--- src/hw/rtl/avfdu_ram.sv ---
module avfdu_ram #(
    parameter int WIDTH = 8,
    parameter int DEPTH = 512
) (
    input  logic                     aclk,
    input  logic                     we,
    input  logic [$clog2(DEPTH)-1:0] waddr,
    input  logic [WIDTH-1:0]         wdata,
    input  logic                     re,
    input  logic [$clog2(DEPTH)-1:0] raddr,
    output logic [WIDTH-1:0]         rdata
);

    logic [WIDTH-1:0] mem [DEPTH];
    logic [WIDTH-1:0] rdata_reg;

    always_ff @(posedge aclk) begin
        if (we) begin
            mem[waddr] <= wdata;
        end
        if (re) begin
            rdata_reg <= mem[raddr];
        end
    end

    assign rdata = rdata_reg;

endmodule

--- config.mk ---
export PLATFORM = sky130hd
export DESIGN_NAME = avfdu_ram
export DESIGN_NICKNAME = d
export VERILOG_FILES = /design/src/hw/rtl/avfdu_ram.sv
export SDC_FILE = /design/constraint.sdc
export NUM_CORES = 2
export LEC_CHECK = 0
export BUFFER_PORTS_ARGS = -buffer_cell sky130_fd_sc_hd__buf_2
export CORE_MARGIN = 4
export CORE_UTILIZATION = 33
export CTS_BUF_LIST = sky130_fd_sc_hd__clkbuf_8
export DETAILED_ROUTE_END_ITERATION = 10
export PLACE_DENSITY_LB_ADDON = 0.2
export SYNTH_ARGS = -nofsm -noshare
export SYNTH_HDL_FRONTEND = slang
export SYNTH_SLANG_ARGS = --single-unit
--- constraint.sdc ---
create_clock -name aclk -period 3 [get_ports aclk]
set_clock_uncertainty 0.05 [all_clocks]
set_input_delay 0.15 -clock aclk [delete_from_list [all_inputs] [get_ports aclk]]
set_output_delay 0.15 -clock aclk [all_outputs]
set_load 0.01 [all_outputs]
; Word level (Yosys, flattened, before mapping)
; Memory sizes are Yosys's and may differ from the RTL's. A register that Yosys moved wholly into a read port is not among the register bits.
; Cells that the tools add are included.
[totals]
reg_bits = 0
ramBits = 4096
in_bits = 29
out_inout_bits = 8
word_cells = 3
n_memories = 1
[classes]
muxes = 2
[memory_table]
columns = name, words, word_bits, read_ports, rd_clocked_by_memory_dff, wr, line_no
row1 = mem, 512, 8, 1, 1, 1, 14  ; logic [WIDTH-1:0] mem [DEPTH];
[ops]
columns = cell, n
row1 = 1-bit two-way mux, 2

; Logic depth before layout (Yosys ltp)
[logic_depth]
word_depth = 2
depth_mapped = 12
ltp_nobuf = 7

; Least setup slack after synthesis
; Ideal clock, no wire load.
[synth_timing]
path_kind = input to register
from = input port raddr[0]
to = register rdata_reg[0] (netlist: rdata[0]) (read register of mem) (data pin)
arrival_ns = 2.004
t_required_ns = 2.693
setup_slack_ns = 0.689
path_stages = 10
cell_sequence = buf_4 > buf_12 > buf_12 > buf_2 > mux4_2 > o21ai_0 > nand3_1 > nand4_1 > o21ai_0 > o2111a_1
[synth_rtl]
columns = element, line_no
row1 = from (decl), 10  ; input logic [$clog2(DEPTH)-1:0] raddr,
row2 = to (decl), 15  ; logic [WIDTH-1:0] rdata_reg;

==> flow_summary_export.csv <==
group,metric,value,unit
run_status,status,"finished, final reports clean",
drt,first_pass_iters,6,
drt,first_iter_violations,8455,
clock_network,clkSlewWorstSetupHoldPaths,0.06,ns
synthesis,ys.warnings.count,0,
global_routing,grt_pass1_vias,88800,
global_routing,grt_overflow,0,
critical_path,arrival,4.07,ns
timing,post-route-period-util,98.6,%
timing,max_clock_freq,338,MHz
synthesis,synth_commonest_cells,"4104 x edfxtp_1, 797 x mux2i_1, 654 x mux4_2",
synthesis,avgSynthCellArea,19.9,sq um
floorplanning,core.rowCount,255,
timing,hold_viol,0,
synthesis,syn-cell-area,160000,sq um
synthesis,synth_seq_cells,4104,
clock_network,clock_sinks,4104,
drt,vias_per_cell,5.23,
place,dp.final_hpwl,303000,microns
critical_path,crit_fanout,30,
drt,routed_wl,477000,microns
clock_network,clk_latency,1.30,ns
floorplanning,core,483000,sq um
power,power_leakage,62.8,nW
place,place_ws,-0.812,ns
timing,fin_setup_tns,0,ns
synthesis,async_flop_share,0,%
critical_path,r2r_slack,0.08,ns
critical_path,max_stage_delay,0.76,ns
floorplanning,die_width,704,microns
synthesis,synth_top_cell_by_area,"edfxtp_1",
drt,ant_nets,0,
layout,drive_gt1_share,27.7,%
power,power.density,608,nW/um^2
timing,layout_setup_ws,0.0428,ns
critical_path,worstSetupPathType,"input port to flop",
synthesis,synthDistinctLibCells,50,
global_routing,grt_max_degree,116,
critical_path,cp_num_buf_inv,6,
clock_network,cts-root-buf,"clkbuf_8",
global_routing,antenna_found_initial,30,
timing,rsz0062_at_grt,"no",
synthesis,synthCells,8030,
critical_path,worstSetupStartpointType,"input port",
clock_network,htreeDepth,6,
layout,final_core_utilization,39.4,%
timing,relSlewSlack,27.9,%
timing,setup_viol,0,
synthesis,synth_edf_count,4104,
global_routing,grt_usage,18.7,%
floorplanning,io_pins,37,
drt,vias,86200,
place,place_congestion,0.844,
floorplanning,die_h,704,microns
clock_network,numCtsBuffers,673,
floorplanning,dieArea,496000,sq um
layout,final_nets,9540,
synthesis,synth_ff_type,"edfxtp_1",
place,port_buffers,36,
synthesis,syn_nets,8059,
timing,whs,0.174,ns
synthesis,synthTopCellsByArea,"edfxtp_1 77%, mux4_2 9.2%, mux2i_1 5.0%, o221ai_1 2.0%, nor2_1 1.4%",
timing,worst_slew_pin_slew,1.07,ns
power,peakVddDrop,0.000487,V
drt,drt_drc_violations_left,0,
layout,largest_register_ffs,4096,
run,max-cap-violations,0,
place,placed_area,177000,sq um
clock_network,cts_setup_buffers,0,
clock_network,clockBufferDepth,4,
min_path,hold_path.class,"input port to flop",
synthesis,yosysSeqAreaShare,77.0,%
global_routing,grt_pass1_wl,673000,microns
timing,fin_crit,2.96,ns
critical_path,cp_cell_sequence,"dlygate4sd3_1 > clkbuf_8 > or2_4 > buf_12 > buf_12 > buf_4 > o221ai_1 > a21oi_1 > nor3_1 > buf_4 > nand3_1 > o21ai_0 > o2111a_1",
drt,wl_per_cell,28.9,microns
layout,area_growth,18.9,%
synthesis,synthMostInstantiatedCell,"edfxtp_1",
floorplanning,start_util,33.1,%
critical_path,slowest_stage,"o21ai_0",
critical_path,critPathCaptureType,"flop",
timing,drv_slew,0,
layout,design_area,190000,sq um
critical_path,path_delay_family,"compound AO/OA/AOI/OAI gates",
synthesis,synth.top_cell.area_share,77.0,%
clock_network,cts_tree,"yes",
critical_path,required,4.11,ns
[cells by family (layout without fill, tap and decap cells)]
family                 Yosys count  in the layout  synth area share, %
flip-flops                    4104           4104                 77.0
multiplexers                  1451           1451                 14.2
AND/OR/NAND/NOR                980            980                 2.63
AO/OA/AOI/OAI                  979            979                 4.31
buffers and inverters          516           2532                 1.85
other                            0             14                    0
[routing by layer]
metal,vias to the layer above,GRT usage (%),part of all wire [%]
met1,45800,26.0,43
met5,-,0,0
li1,36600,-,-
met3,698,2.81,6.2
met2,3099,30.6,48
met4,0,5.17,2.7
[stage by stage]
step	instances	total power [mW]
after floorplan	8030	67.4
after global placement	15200	71.2
final	16500	116
after detailed placement	15200	71.3
after CTS	16500	117
after global routing	16500	120
[worst reg2reg max path, delay by kind of cell (launching register included)]
kind | cells | cell delay [ns]
AO/OA/AOI/OAI | 3 | 0.89
buffers and inverters | 2 | 0.39
flip-flops | 1 | 0.33
multiplexers | 1 | 0.07
AND/OR/NAND/NOR | 3 | 1.04
[report_power, final]
part	leakage [nW]	internal (mW)	switching (mW)
sequential	36.9	63.2	0.0519
combinational	18.9	2.53	4.35
clock	7.04	23.0	22.6
[repair_timing]
item | 4_1_cts | 5_1_grt
endpoints found under the setup margin | 2 | 3
endpoints found under the hold margin | 6470 | 0
resized for setup | 3 | 4
hold buffers | 45 | 0
[cells in the final DEF, fill, tap and decap left out, types with 20 or more instances in the layout]
master         synthesis  routed
buf_2                 57      24
nand4_1               32      32
clkbuf_8               0     685
o22ai_1              163     163
buf_12                 5     198
nor3_1               109     108
clkinv_2               0      54
clkinv_1               0     191
nand2_1              111      96
mux4_2               654     654
inv_1                  2     215
o21ai_0              118     117
nand3_1               36      32
mux2i_1              797     797
dlygate4sd3_1          0      37
a21oi_1              194     194
a22oi_1               61      61
nor2_1               597     595
nor4_1                36      31
bufinv_16              0      20
buf_4                 70    1047
o221ai_1             371     371
edfxtp_1            4104    4104
[area by class of cell]
class / count / area, sq um
tap: 6425 / 8040
clock inverter: 526 / 2870
sequential: 4104 / 123000
antenna: 14 / 35.0
multi-input combinational: 3410 / 34000
clock buffer: 684 / 9410
fill: 43500 / 293000
inverter: 3 / 20.0
timing repair buffer: 1319 / 12500
[path summary, 6_finish.rpt]
kind                                end                   from  depth (start not counted)
setup / recovery     rdata[0]$_DFFE_PP_               raddr[2]                         13
hold / removal    mem[416][3]$_DFFE_PP_               wdata[3]                          3
setup reg to reg     rdata[3]$_DFFE_PP_   mem[42][3]$_DFFE_PP_                          9
hold reg to reg      rdata[0]$_DFFE_PP_  mem[152][0]$_DFFE_PP_                          6
No activity file was read; power rests on OpenSTA's default activity.
