[src/hw/rtl/avfdu_pkg.sv]
package avfdu_pkg;

    // Result status codes.
    localparam logic [1:0] STATUS_ENTRY    = 2'd0;
    localparam logic [1:0] STATUS_NOFIT    = 2'd1;
    localparam logic [1:0] STATUS_OVERFLOW = 2'd2;

    localparam int NUM_LAYOUTS = 4;

    // Layout bits: 32-bit little, 64-bit little, 32-bit big, 64-bit big.
    localparam logic [NUM_LAYOUTS-1:0] LAY_W8  = 4'b1010;
    localparam logic [NUM_LAYOUTS-1:0] LAY_BIG = 4'b1100;

    localparam logic [3:0] WORD_BYTES_4 = 4'd4;
    localparam logic [3:0] WORD_BYTES_8 = 4'd8;

    localparam int TYPE_W = 16;
    localparam logic [TYPE_W-1:0] MAX_TYPE_RESET = 16'd1024;

    // Control from the top level to the layout checker.
    typedef struct packed {
        logic       upd;   // a byte is stored at position pos
        logic       clr;   // end of vector, clear all flags
        logic [3:0] pos;   // low bits of the byte position
    } trk_ctl_t;

endpackage

[src/hw/rtl/avfdu_track.sv]
module avfdu_track (
    input  logic                                     aclk,
    input  logic                                     aresetn,
    input  avfdu_pkg::trk_ctl_t                      ctl,
    input  logic [7:0]                               data,
    input  logic [avfdu_pkg::TYPE_W-1:0]             max_type,
    output logic [avfdu_pkg::NUM_LAYOUTS-1:0]        failed
);

    // Per layout, the type word is kept as its low 16 bits plus a flag that
    // some higher byte was nonzero; that is all the compare and zero test need.
    logic [avfdu_pkg::TYPE_W-1:0]      lo_reg   [avfdu_pkg::NUM_LAYOUTS];
    logic [avfdu_pkg::TYPE_W-1:0]      lo_next  [avfdu_pkg::NUM_LAYOUTS];
    logic [avfdu_pkg::NUM_LAYOUTS-1:0] hi_reg, hi_next;
    logic [avfdu_pkg::NUM_LAYOUTS-1:0] zero_reg, zero_next;
    logic [avfdu_pkg::NUM_LAYOUTS-1:0] failed_reg, failed_next;

    always_comb begin
        logic                         w8;
        logic                         in_type;
        logic [2:0]                   k;
        logic                         done;
        logic [avfdu_pkg::TYPE_W-1:0] base_lo;
        logic                         base_hi;
        logic [avfdu_pkg::TYPE_W-1:0] lo_n;
        logic                         hi_n;
        for (int i = 0; i < avfdu_pkg::NUM_LAYOUTS; i++) begin
            w8      = avfdu_pkg::LAY_W8[i];
            in_type = w8 ? ~ctl.pos[3] : ~ctl.pos[2];
            k       = w8 ? ctl.pos[2:0] : {1'b0, ctl.pos[1:0]};
            done    = w8 ? (k == 3'd7) : (k == 3'd3);
            base_lo = (k == 3'd0) ? '0 : lo_reg[i];
            base_hi = (k == 3'd0) ? 1'b0 : hi_reg[i];
            if (avfdu_pkg::LAY_BIG[i]) begin
                hi_n = base_hi | (base_lo[15:8] != 8'h00);
                lo_n = {base_lo[7:0], data};
            end else begin
                unique case (k)
                    3'd0: begin
                        lo_n = {8'h00, data};
                        hi_n = 1'b0;
                    end
                    3'd1: begin
                        lo_n = {data, base_lo[7:0]};
                        hi_n = base_hi;
                    end
                    default: begin
                        lo_n = base_lo;
                        hi_n = base_hi | (data != 8'h00);
                    end
                endcase
            end

            lo_next[i]     = lo_reg[i];
            hi_next[i]     = hi_reg[i];
            zero_next[i]   = zero_reg[i];
            failed_next[i] = failed_reg[i];
            if (ctl.clr) begin
                hi_next[i]     = 1'b0;
                zero_next[i]   = 1'b0;
                failed_next[i] = 1'b0;
            end else if (ctl.upd && in_type) begin
                lo_next[i] = lo_n;
                hi_next[i] = hi_n;
                if (done) begin
                    // A zero type is allowed only as the final entry.
                    failed_next[i] = failed_reg[i] | zero_reg[i] | hi_n | (lo_n > max_type);
                    zero_next[i]   = ~hi_n & (lo_n == '0);
                end
            end
        end
    end

    always_ff @(posedge aclk) begin
        if (!aresetn) begin
            hi_reg     <= '0;
            zero_reg   <= '0;
            failed_reg <= '0;
        end else begin
            hi_reg     <= hi_next;
            zero_reg   <= zero_next;
            failed_reg <= failed_next;
        end
        for (int i = 0; i < avfdu_pkg::NUM_LAYOUTS; i++) begin
            lo_reg[i] <= lo_next[i];
        end
    end

    assign failed = failed_reg;

endmodule

[config.mk]
export PLATFORM = sky130hd
export DESIGN_NAME = avfdu_track
export DESIGN_NICKNAME = d
export VERILOG_FILES = /design/src/hw/rtl/avfdu_pkg.sv /design/src/hw/rtl/avfdu_track.sv
export SDC_FILE = /design/constraint.sdc
export NUM_CORES = 1
export LEC_CHECK = 0
export CORE_MARGIN = 4
export CORE_UTILIZATION = 35
export CTS_CLUSTER_SIZE = 25
export DETAILED_ROUTE_END_ITERATION = 7
export DONT_BUFFER_PORTS = 1
export SYNTH_ARGS = -nofsm -noshare
export SYNTH_HDL_FRONTEND = slang
export SYNTH_SLANG_ARGS = --single-unit
[constraint.sdc]
create_clock -name aclk -period 6.95 [get_ports aclk]
set_input_delay 1.39 -clock aclk [delete_from_list [all_inputs] [get_ports aclk]]
set_output_delay 1.39 -clock aclk [all_outputs]
set_load 0.005 [all_outputs]
# [After elaboration in Yosys (flattened, before gate mapping)]
# Memories as Yosys holds them, arrays and structs flattened.
# Cells that the tools add are included.
[word_totals] ff_bits=12 ramBits=64 in_bits=32 out_inout_bits=4 memories=1
[mem_list] memory="lo_reg" words=4 word_bits=16 rd=4 rd_clocked_by_memory_dff=0 write_ports=4 line="avfdu_track.sv:12" text="logic [avfdu_pkg::TYPE_W-1:0] lo_reg [avfdu_pkg::NUM_LAYOUTS];"
[op_classes] order_cmp=4 eq_ne=4 mux=18 n_bitwise=27 reduce_logical=14
[op_table] op="16-bit two-way mux" n=10
[op_table] op="16-bit > comparator" n=4
[op_table] op="16-bit zero test" n=4
[op_table] op="16-bit one-hot mux with 2 select lines" n=2
[op_table] op="8-bit nonzero test" n=3
[op_table] op="1-bit bitwise OR" n=16
[op_table] op="1-bit inverter" n=7
[op_table] op="1-bit AND" n=4
[op_table] op="1-bit two-way mux" n=4
[op_table] op="1-bit one-hot mux with 2 select lines" n=2
[op_table] op="2-bit AND reduction" n=2
[op_table] op="3-bit by 1-bit == test with 1-bit output (second input constant)" n=1
[op_table] op="3-bit == test (second input constant)" n=1
[op_table] op="3-bit zero test" n=1
[op_table] op="2-bit by 1-bit == test with 1-bit output (second input constant)" n=1
[op_table] op="2-bit == test (second input constant)" n=1
[op_table] op="1-bit logical AND" n=2
[op_table] op="2-bit zero test" n=1
[op_table] op="2-bit OR reduction" n=1

# [Longest topological paths before layout]
# Gate-level depths: netlist of the first run.
[logic_depth] ltp_word=6 ltp_mapped=11

# [Worst setup path before layout of the first run]
# OpenSTA, ideal clock, no wires.
[synth_timing] path_type="input to register" from="in ctl[0] (netlist bit)" to="reg failed_reg (netlist bit failed[0])" arrival_ns=3.849 setup_slack_ns=2.979 stages=10 n_path_buf=3 path_cell_list="clkbuf_1 -> or2_1 -> clkbuf_1 -> clkbuf_1 -> mux2_2 -> ha_1 -> a21oi_1 -> a21boi_1 -> or4_1 -> a221o_1"
[synth_between] elab_chain_cells=6 word_cells_on_any_way=11 cone_classes="order compare (1); eq/ne (2); mux (3); bitwise (3); reduce/logical (2)"
[synth_lines] item="from (decl)" line="avfdu_track.sv:4" text="input avfdu_pkg::trk_ctl_t ctl,"
[synth_lines] item="parallel branches: the longest is 6 deep, another holds 16-bit > comparator"
[synth_lines] item="to (signal assigned)" line="avfdu_track.sv:82" text="failed_reg <= failed_next;"
[synth_lines] item="to (decl)" line="avfdu_track.sv:16" text="logic [avfdu_pkg::NUM_LAYOUTS-1:0] failed_reg, failed_next;"
# Parallel ways; which one is timed is not known.
# A chain may end at the register's enable or synchronous reset.

# [Worst setup path in the final report of the first run]
[layout_timing] from="in ctl[1] (netlist bit)" to="reg failed_reg (netlist bit failed[0])"
# The elaborated chain is that of the path after synthesis.

==> results.yml, run 1 <==
placement:
  hpwl_mm: 9.10
  io_buffers: 0
  preCtsSetupSlack_ps: 3090
  gp_congestion: 0.888
synth:
  synth.area.top_cells: "edfxtp_1, ha_1, dfxtp_1"
  synth_edf_count: 64
  synthXorXnorAreaFrac_pct: 0
  synth_area_leader_cell: "edfxtp_1"
  syn_avg_cell_area_um2: 10.9
  synth-simple-area-share_pct: 16.4
  synth-compound-area-share_pct: 12.3
  syn_inst: 414
  synthMuxAreaShare_pct: 5.05
  synth_top_area_share_pct: 42.6
  synth.cell_area_um2: 4510
  synth_top_family_by_area: "simple AND/OR/NAND/NOR gates"
  ys.warnings.count: 0
  ys_seq_area_share_pct: 47.9
  ys_seq_elements: 76
  synth_cell_type_count: 48
  synthAdderAreaFrac_pct: 15.5
  syn-num-nets: 502
  synth_flop_cell: "edfxtp_1"
  async_reset_ff_share_pct: 0
timing:
  setup_ws_ps: 3420
  min_period_over_period_pct: 50.8
  finalSetupViolations: 0
  rsz0062_at_grt: "no"
  tns_ps: 0
  finClkSkew_ps: 4.62
  max_freq_mhz: 283
  slew_violations: 0
  min_period_ps: 3530
  max_slew.worst_pin.slew_ps: 685
  relSlewSlack_pct: 54.2
  hold_viol_final: 0
cts:
  path_clk_slew_ps: 60
  ctsResizeCount: 0
  cts_max_path_buffers: 2
  clock_sinks: 76
  numCtsBuffers: 9
  postCtsSetupBuffers: 0
  htree_levels: 3
  clk-insertion-delay-late_ps: 340
  cts_hold_buf: 0
  cts_tree: "built"
  ctsRootBufferMaster: "clkbuf_16"
routing:
  drc: 0
  drt_iter0_drc: 303
  wl_per_cell_um: 20.6
  viasPerCell: 5.71
  dr.pass1.iters: 5
  wl_mm: 12.2
  ant_nets: 0
  via_count: 3385
min_path:
  min_path_type: "reg -> reg"
  hp-start: "zero_reg[1]"
worst_setup_path:
  worst_ep_required_time_ps: 7180
  end_kind: "register"
  start_kind: "input pin"
  path_class: "in -> reg"
  r2r_start: "lo_reg[0][1]"
  critPathLaunch: "ctl[1]"
  crit_fanout: 32
  r2r_end: "failed[0]"
  crit_arrival_ps: 3760
  crit_end: "failed[0]"
  reg2reg_depth: 7
  reg2reg_slack_ps: 4620
layout:
  fillCellCount: 1262
  final_common_cell: "edfxtp_1"
  fin_nets: 504
  ff_latch_area_um2: 2160
  diodes: 0
  drive_gt1_share_pct: 7.84
  largest_register_ffs: 64
  mostFrequentLayoutCells: "edfxtp_1, ha_1, nand2_1"
  multi_input_area_um2: 2230
  area_delta_synth_final_pct: 10.5
pwr:
  irDropWorstVdd_mv: 0.104
  p_per_area_nw_per_um2: 221
  leakage_nw: 1.89
  p_total_mw: 1.10
die:
  die_w_um: 122
  rows: 41
  die_area_um2: 14800
  dieHeight_um: 122
  start_util_pct: 35.7
  core_um2: 12600
  ios: 36
global_route:
  grt_use_total_pct: 17.3
  grt_max_degree: 33
  grt_overflow: 0
  grt_pass1_vias: 3333
  antenna_found_initial: 0
  grt_pass1_wl_mm: 18.9
status:
  status: "finished clean"
job:
  cap_viol_max_count: 0
[layer usage]
layer  up-vias  global-route usage (%)  wire (um)
met3         9                    5.45       1120
met4         0                    4.13        114
li1       1595                       -          -
met1      1635                    22.9       5240
met2       146                    27.8       5720
met5         -                       0          0
[where the power goes]
part | switching, mW | total (mW) | internal [mW] | leakage (nW)
registers | 0.00551 | 0.515 | 0.509 | 0.693
clock network | 0.182 | 0.460 | 0.278 | 0.134
logic | 0.0755 | 0.124 | 0.0482 | 1.06
total | 0.263 | 1.10 | 0.836 | 1.89
[area by class of cell]
| type | instances | share of cell area (%) |
|---|---|---|
| Clock inverter | 4 | 1.00 |
| Tap cell | 172 | 4.32 |
| Inverter | 19 | 1.43 |
| Clock buffer | 12 | 4.75 |
| Sequential cell | 76 | 43.4 |
| Timing Repair Buffer | 3 | 0.452 |
| Multi-Input combinational cell | 307 | 44.7 |
[cells by family after synthesis]
family,count (synthesis)
AO/OA/AOI/OAI,89
multiplexers,21
AND/OR/NAND/NOR,141
flip-flops,76
adder cells (fa/ha/maj),56
buffers and inverters,31
[synth_stat cells (all sizes together) (2+ instances only)]
cell and instances:
nor3 8, a31oi 3, or4 4, o21ba 2, inv 19, o211ai 5, clkbuf 9, buf 3
or2 2, a21boi 5, nor4 16, ha 56, nor2b 15, nand4 13, a21oi 27, a21o 4
o21ai 27, mux2 14, nor2 21, edfxtp 64, nand3 12, o41ai 3, mux2i 7, a22o 3
dfxtp 12, nand2 35, and2 9
[worst min path at each step]
| stage | end | slack (ps) | cells after the start |
|---|---|---|---|
| floorplan | zero_reg[1] | 430 | 2 |
| detailed placement | zero_reg[1] | 450 | 2 |
| global route | zero_reg[1] | 480 | 2 |
| CTS | zero_reg[1] | 450 | 2 |
| global placement | zero_reg[1] | 440 | 2 |
| finish | zero_reg[1] | 450 | 2 |
[stage by stage]
stage               area, um^2  instances  util, %  hold slack, ps
floorplan                 4510        414        -             434
global placement          4700        577     37.2             444
detailed placement        4700        577     37.2             447
CTS                       4980        593     39.5             453
global route              4980        593     39.5             481
finish                    4980        593     39.5             454
[critical path, cell delays in order]
cell and delay (ps):
nor2_1 470, mux2_2 420, ha_1 280, nor2b_1 130, o211ai_1 150, a21boi_1 80, or4_1 510, a221o_1 330
Power figures use the tool's default switching activity.
==> inputs of run 2 (changes only) <==
Clock period 6.95 ns to 2.9 ns, I/O delays scaled along.
==> run 2 against run 1 <==
Sequential share of layout area fell by 0.90 points. Clock power rose by 140%. Combinational power rose by 150%. Count of clock-buffer cells in the layout fell by 2. Critical path depth did not move. Clock skew rose by 3.8 ps. Non-clock buffer count rose by 11. Final cell count rose by 1.9%. Flip-flop and latch count did not move. Critical path type unchanged. Critical endpoint unchanged. Largest cell class unchanged.
==> results.yml, run 2 (same netlist as run 1, synthesis figures left out) <==
status:
  status: "finished clean"
layout:
  largest_register_ffs: 64
  area_delta_synth_final_pct: 12.8
  diodes: 0
  ff_latch_area_um2: 2160
  fin_util_pct: 40.3
  multi_input_area_um2: 2240
  fin_nets: 515
  drive_gt1_share_pct: 11.3
  fillCellCount: 1254
  final-instance-count-excl-fill: 604
  final_common_cell: "edfxtp_1"
  stdcell_area_um2: 5090
  mostFrequentLayoutCells: "edfxtp_1, ha_1, nand2_1"
routing:
  wl_per_cell_um: 20.7
  via_count: 3404
  drt_iter0_drc: 327
  dr.pass1.iters: 6
  wl_met2_mm: 5.62
  drc: 0
  ant_nets: 0
  wl_met3_um: 986
  viasPerCell: 5.64
  wl_met1_mm: 5.47
  top_layer_used: "met4"
  wl_mm: 12.5
global_route:
  grt_pass1_wl_mm: 19.3
  grt_overflow: 0
  grt_pass1_vias: 3485
  grt_use_total_pct: 17.6
  grt_max_degree: 33
  antenna_found_initial: 0
placement:
  dpl.cell_count: 588
  io_buffers: 0
  preCtsSetupSlack_ps: 22.0
  hpwl_mm: 9.36
  gp_congestion: 0.890
  postPlaceCellArea_um2: 4790
timing:
  rsz0062_at_grt: "no"
  slew_violations: 0
  finalSetupViolations: 0
  finClkSkew_ps: 8.45
  tns_ps: 0
  holdWs_ps: 335
  min_period_ps: 2540
  relSlewSlack_pct: 64.7
  setup_ws_ps: 364
  min_period_over_period_pct: 87.5
  max_freq_mhz: 394
  max_slew.worst_pin.slew_ps: 530
  hold_viol_final: 0
worst_setup_path:
  crit_end: "failed[0]"
  reg2reg_slack_ps: 560
  r2r_start: "lo_reg[0][1]"
  r2r_end: "failed[0]"
  crit_fanout: 32
  critPathLaunch: "ctl[1]"
  path_class: "in -> reg"
  start_kind: "input pin"
  end_kind: "register"
  worst_ep_required_time_ps: 3120
  crit_arrival_ps: 2760
  reg2reg_depth: 7
die:
  die_w_um: 122
  dieHeight_um: 122
  ios: 36
  core_um2: 12600
  start_util_pct: 35.7
  die_area_um2: 14800
  rows: 41
cts:
  path_clk_slew_ps: 60
  ctsResizeCount: 0
  numCtsBuffers: 9
  htree_levels: 3
  ctsRootBufferMaster: "clkbuf_16"
  cts_hold_buf: 0
  postCtsSetupBuffers: 0
  clock_sinks: 76
  cts_max_path_buffers: 2
  clk-insertion-delay-late_ps: 340
  cts_tree: "built"
pwr:
  p_total_mw: 2.66
  irDropWorstVdd_mv: 0.208
  leakage_nw: 1.95
  p_per_area_nw_per_um2: 523
job:
  cap_viol_max_count: 0
min_path:
  hp-start: "data[2]"
  hold_depth: 0
  min_path_type: "in -> reg"
run 2: changes by cell type in the layout (fill, tap and decap cells not counted), sizes merged:
cell	previous run	this run
buf	3	14
clkinv	2	3
clkbuf	12	10
inv	19	20
run 2: final cells by class:
| class | instances | area share, % |
|---|---|---|
| clock buffer | 10 | 4.50 |
| clock inverter | 6 | 1.28 |
| inverter | 19 | 1.40 |
| multi-input combinational | 307 | 44.0 |
| sequential | 76 | 42.5 |
| tap | 172 | 4.23 |
| timing repair buffer | 14 | 2.07 |
run 2: routing by layer:
metal,up-vias,track usage (%)
li1,1613,-
met1,1642,23.3
met2,122,27.3
met3,27,4.90
met4,0,7.21
met5,-,0
run 2: worst min path at each step:
| stage | end | slack [ps] |
|---|---|---|
| after floorplan | zero_reg[1] | 430 |
| after global placement | zero_reg[1] | 450 |
| after detailed placement | zero_reg[1] | 460 |
| after CTS | lo_reg[3][3] | 320 |
| after global routing | lo_reg[3][2] | 320 |
| final | lo_reg[3][2] | 330 |
run 2: where the power goes:
part | internal [mW] | total, mW | switching (mW)
combinational | 0.125 | 0.309 | 0.183
clock | 0.668 | 1.12 | 0.449
sequential | 1.22 | 1.23 | 0.0136
total | 2.01 | 2.66 | 0.646
run 2: critical path, cell delays in order:
cell,delay (ps)
nor2_2,290
mux2_2,400
ha_1,290
nor2b_1,140
o211ai_1,160
a21boi_1,80
or4_1,490
a221o_1,320
==> inputs of run 3 (changes only) <==
Settings changed: GPL_ROUTABILITY_DRIVEN set to 0, MAX_ROUTING_LAYER set to met4.
==> run 3 against run 2 <==
Clock power about the same. Global-route usage rose by 0.54 points. Via count down 0.26%. Worst setup slack improved by 2.5 ps. First-iteration DRC count down 3.1%. Clock skew is 0.71 ps higher. Power is essentially flat. Design area unchanged.
==> results.yml, run 3 (same netlist as run 1, synthesis figures left out) <==
timing:
  hold_viol_final: 0
  min_period_over_period_pct: 87.4
  relSlewSlack_pct: 65.4
  finClkSkew_ps: 9.16
  slew_violations: 0
  finalSetupViolations: 0
  max_freq_mhz: 395
  tns_ps: 0
  max_slew.worst_pin.slew_ps: 519
  rsz0062_at_grt: "no"
  min_period_ps: 2530
routing:
  wl_per_cell_um: 20.7
  ant_nets: 0
  drc: 0
  drt_iter0_drc: 317
  viasPerCell: 5.62
  wl_mm: 12.5
  dr.pass1.iters: 5
  via_count: 3395
cts:
  cts_tree: "built"
  clk-insertion-delay-late_ps: 340
  path_clk_slew_ps: 60
  htree_levels: 3
  ctsResizeCount: 0
  clock_sinks: 76
  cts_max_path_buffers: 2
  numCtsBuffers: 9
  postCtsSetupBuffers: 0
  ctsRootBufferMaster: "clkbuf_16"
  cts_hold_buf: 0
worst_setup_path:
  worst_ep_required_time_ps: 3130
  start_kind: "input pin"
  critPathMaxStageDelay_ps: 490
  path_class: "in -> reg"
  cp_slowest_cell: "or4_1"
  crit_fanout: 32
  path_cells: "nor2_2 -> mux2_2 -> ha_1 -> nor2b_1 -> o211ai_1 -> a21boi_1 -> or4_1 -> a221o_1"
  crit_arrival_ps: 2760
  end_kind: "register"
global_route:
  grt_overflow: 0
  grt_pass1_vias: 3482
  grt_pass1_wl_mm: 19.4
  grt_max_degree: 33
  grt_use_total_pct: 18.1
  antenna_found_initial: 0
die:
  die_area_um2: 14800
  core_um2: 12600
  rows: 41
  ios: 36
  die_w_um: 122
  start_util_pct: 35.7
  dieHeight_um: 122
pwr:
  p_per_area_nw_per_um2: 523
  leakage_nw: 1.95
  irDropWorstVdd_mv: 0.208
placement:
  dpl.cell_count: 588
  io_buffers: 0
  hpwl_mm: 9.36
layout:
  mostFrequentLayoutCells: "edfxtp_1, ha_1, nand2_1"
  area_delta_synth_final_pct: 12.8
  diodes: 0
  drive_gt1_share_pct: 11.3
  final-instance-count-excl-fill: 604
  final_common_cell: "edfxtp_1"
  largest_register_ffs: 64
  fin_nets: 515
min_path:
  min_path_type: "in -> reg"
status:
  status: "finished clean"
job:
  cap_viol_max_count: 0
run 3: where the power goes:
| part | switching [mW] | total, mW | internal (mW) |
|---|---|---|---|
| clock | 0.449 | 1.12 | 0.668 |
| sequential | 0.0136 | 1.23 | 1.22 |
| combinational | 0.184 | 0.309 | 0.125 |
| total | 0.646 | 2.66 | 2.01 |
run 3: layer usage:
layer	GRT usage, %	vias up	part of all wire, %
met5	-	-	0
met2	27.2	118	45
met4	7.21	0	3.0
met3	4.71	25	7.6
met1	23.6	1642	44
li1	-	1610	-
run 3: worst paths after layout:
kind,from,to,slack (ps),depth (start not counted)
min,data[2],lo_reg[3][2],330,0
max reg2reg,lo_reg[0][1],failed[0],560,7
max,ctl[1],failed[0],370,8
min reg2reg,zero_reg[0],zero_reg[0],470,2
run 3: cell type report:
cell class / instances / area (um^2)
sequential: 76 / 2160
tap: 172 / 215
multi-input combinational: 307 / 2240
fill: 1254 / 7530
clock inverter: 6 / 65.1
inverter: 19 / 71.3
timing repair buffer: 14 / 105
clock buffer: 10 / 229
run 3: per-stage QoR:
stage / hold slack, ps / area, um^2 / power (mW) / util [%] / worst slack [ps]
after floorplan: 434 / 4550 / 1.48 / - / 41.4
after global placement: 449 / 4790 / 1.55 / 38.0 / 119
after detailed placement: 457 / 4790 / 1.56 / 38.0 / 22.0
after CTS: 322 / 5090 / 2.68 / 40.3 / 380
after global routing: 319 / 5090 / 2.76 / 40.3 / 210
final: 333 / 5090 / 2.66 / 40.3 / 366
run 3: critical path: cells and delay by family:
family                     cells  cell delay (ps)
adders and majority gates      1              290
AOI/OAI and AO/OA              3              560
and+or+nand+nor                3              920
muxes                          1              400
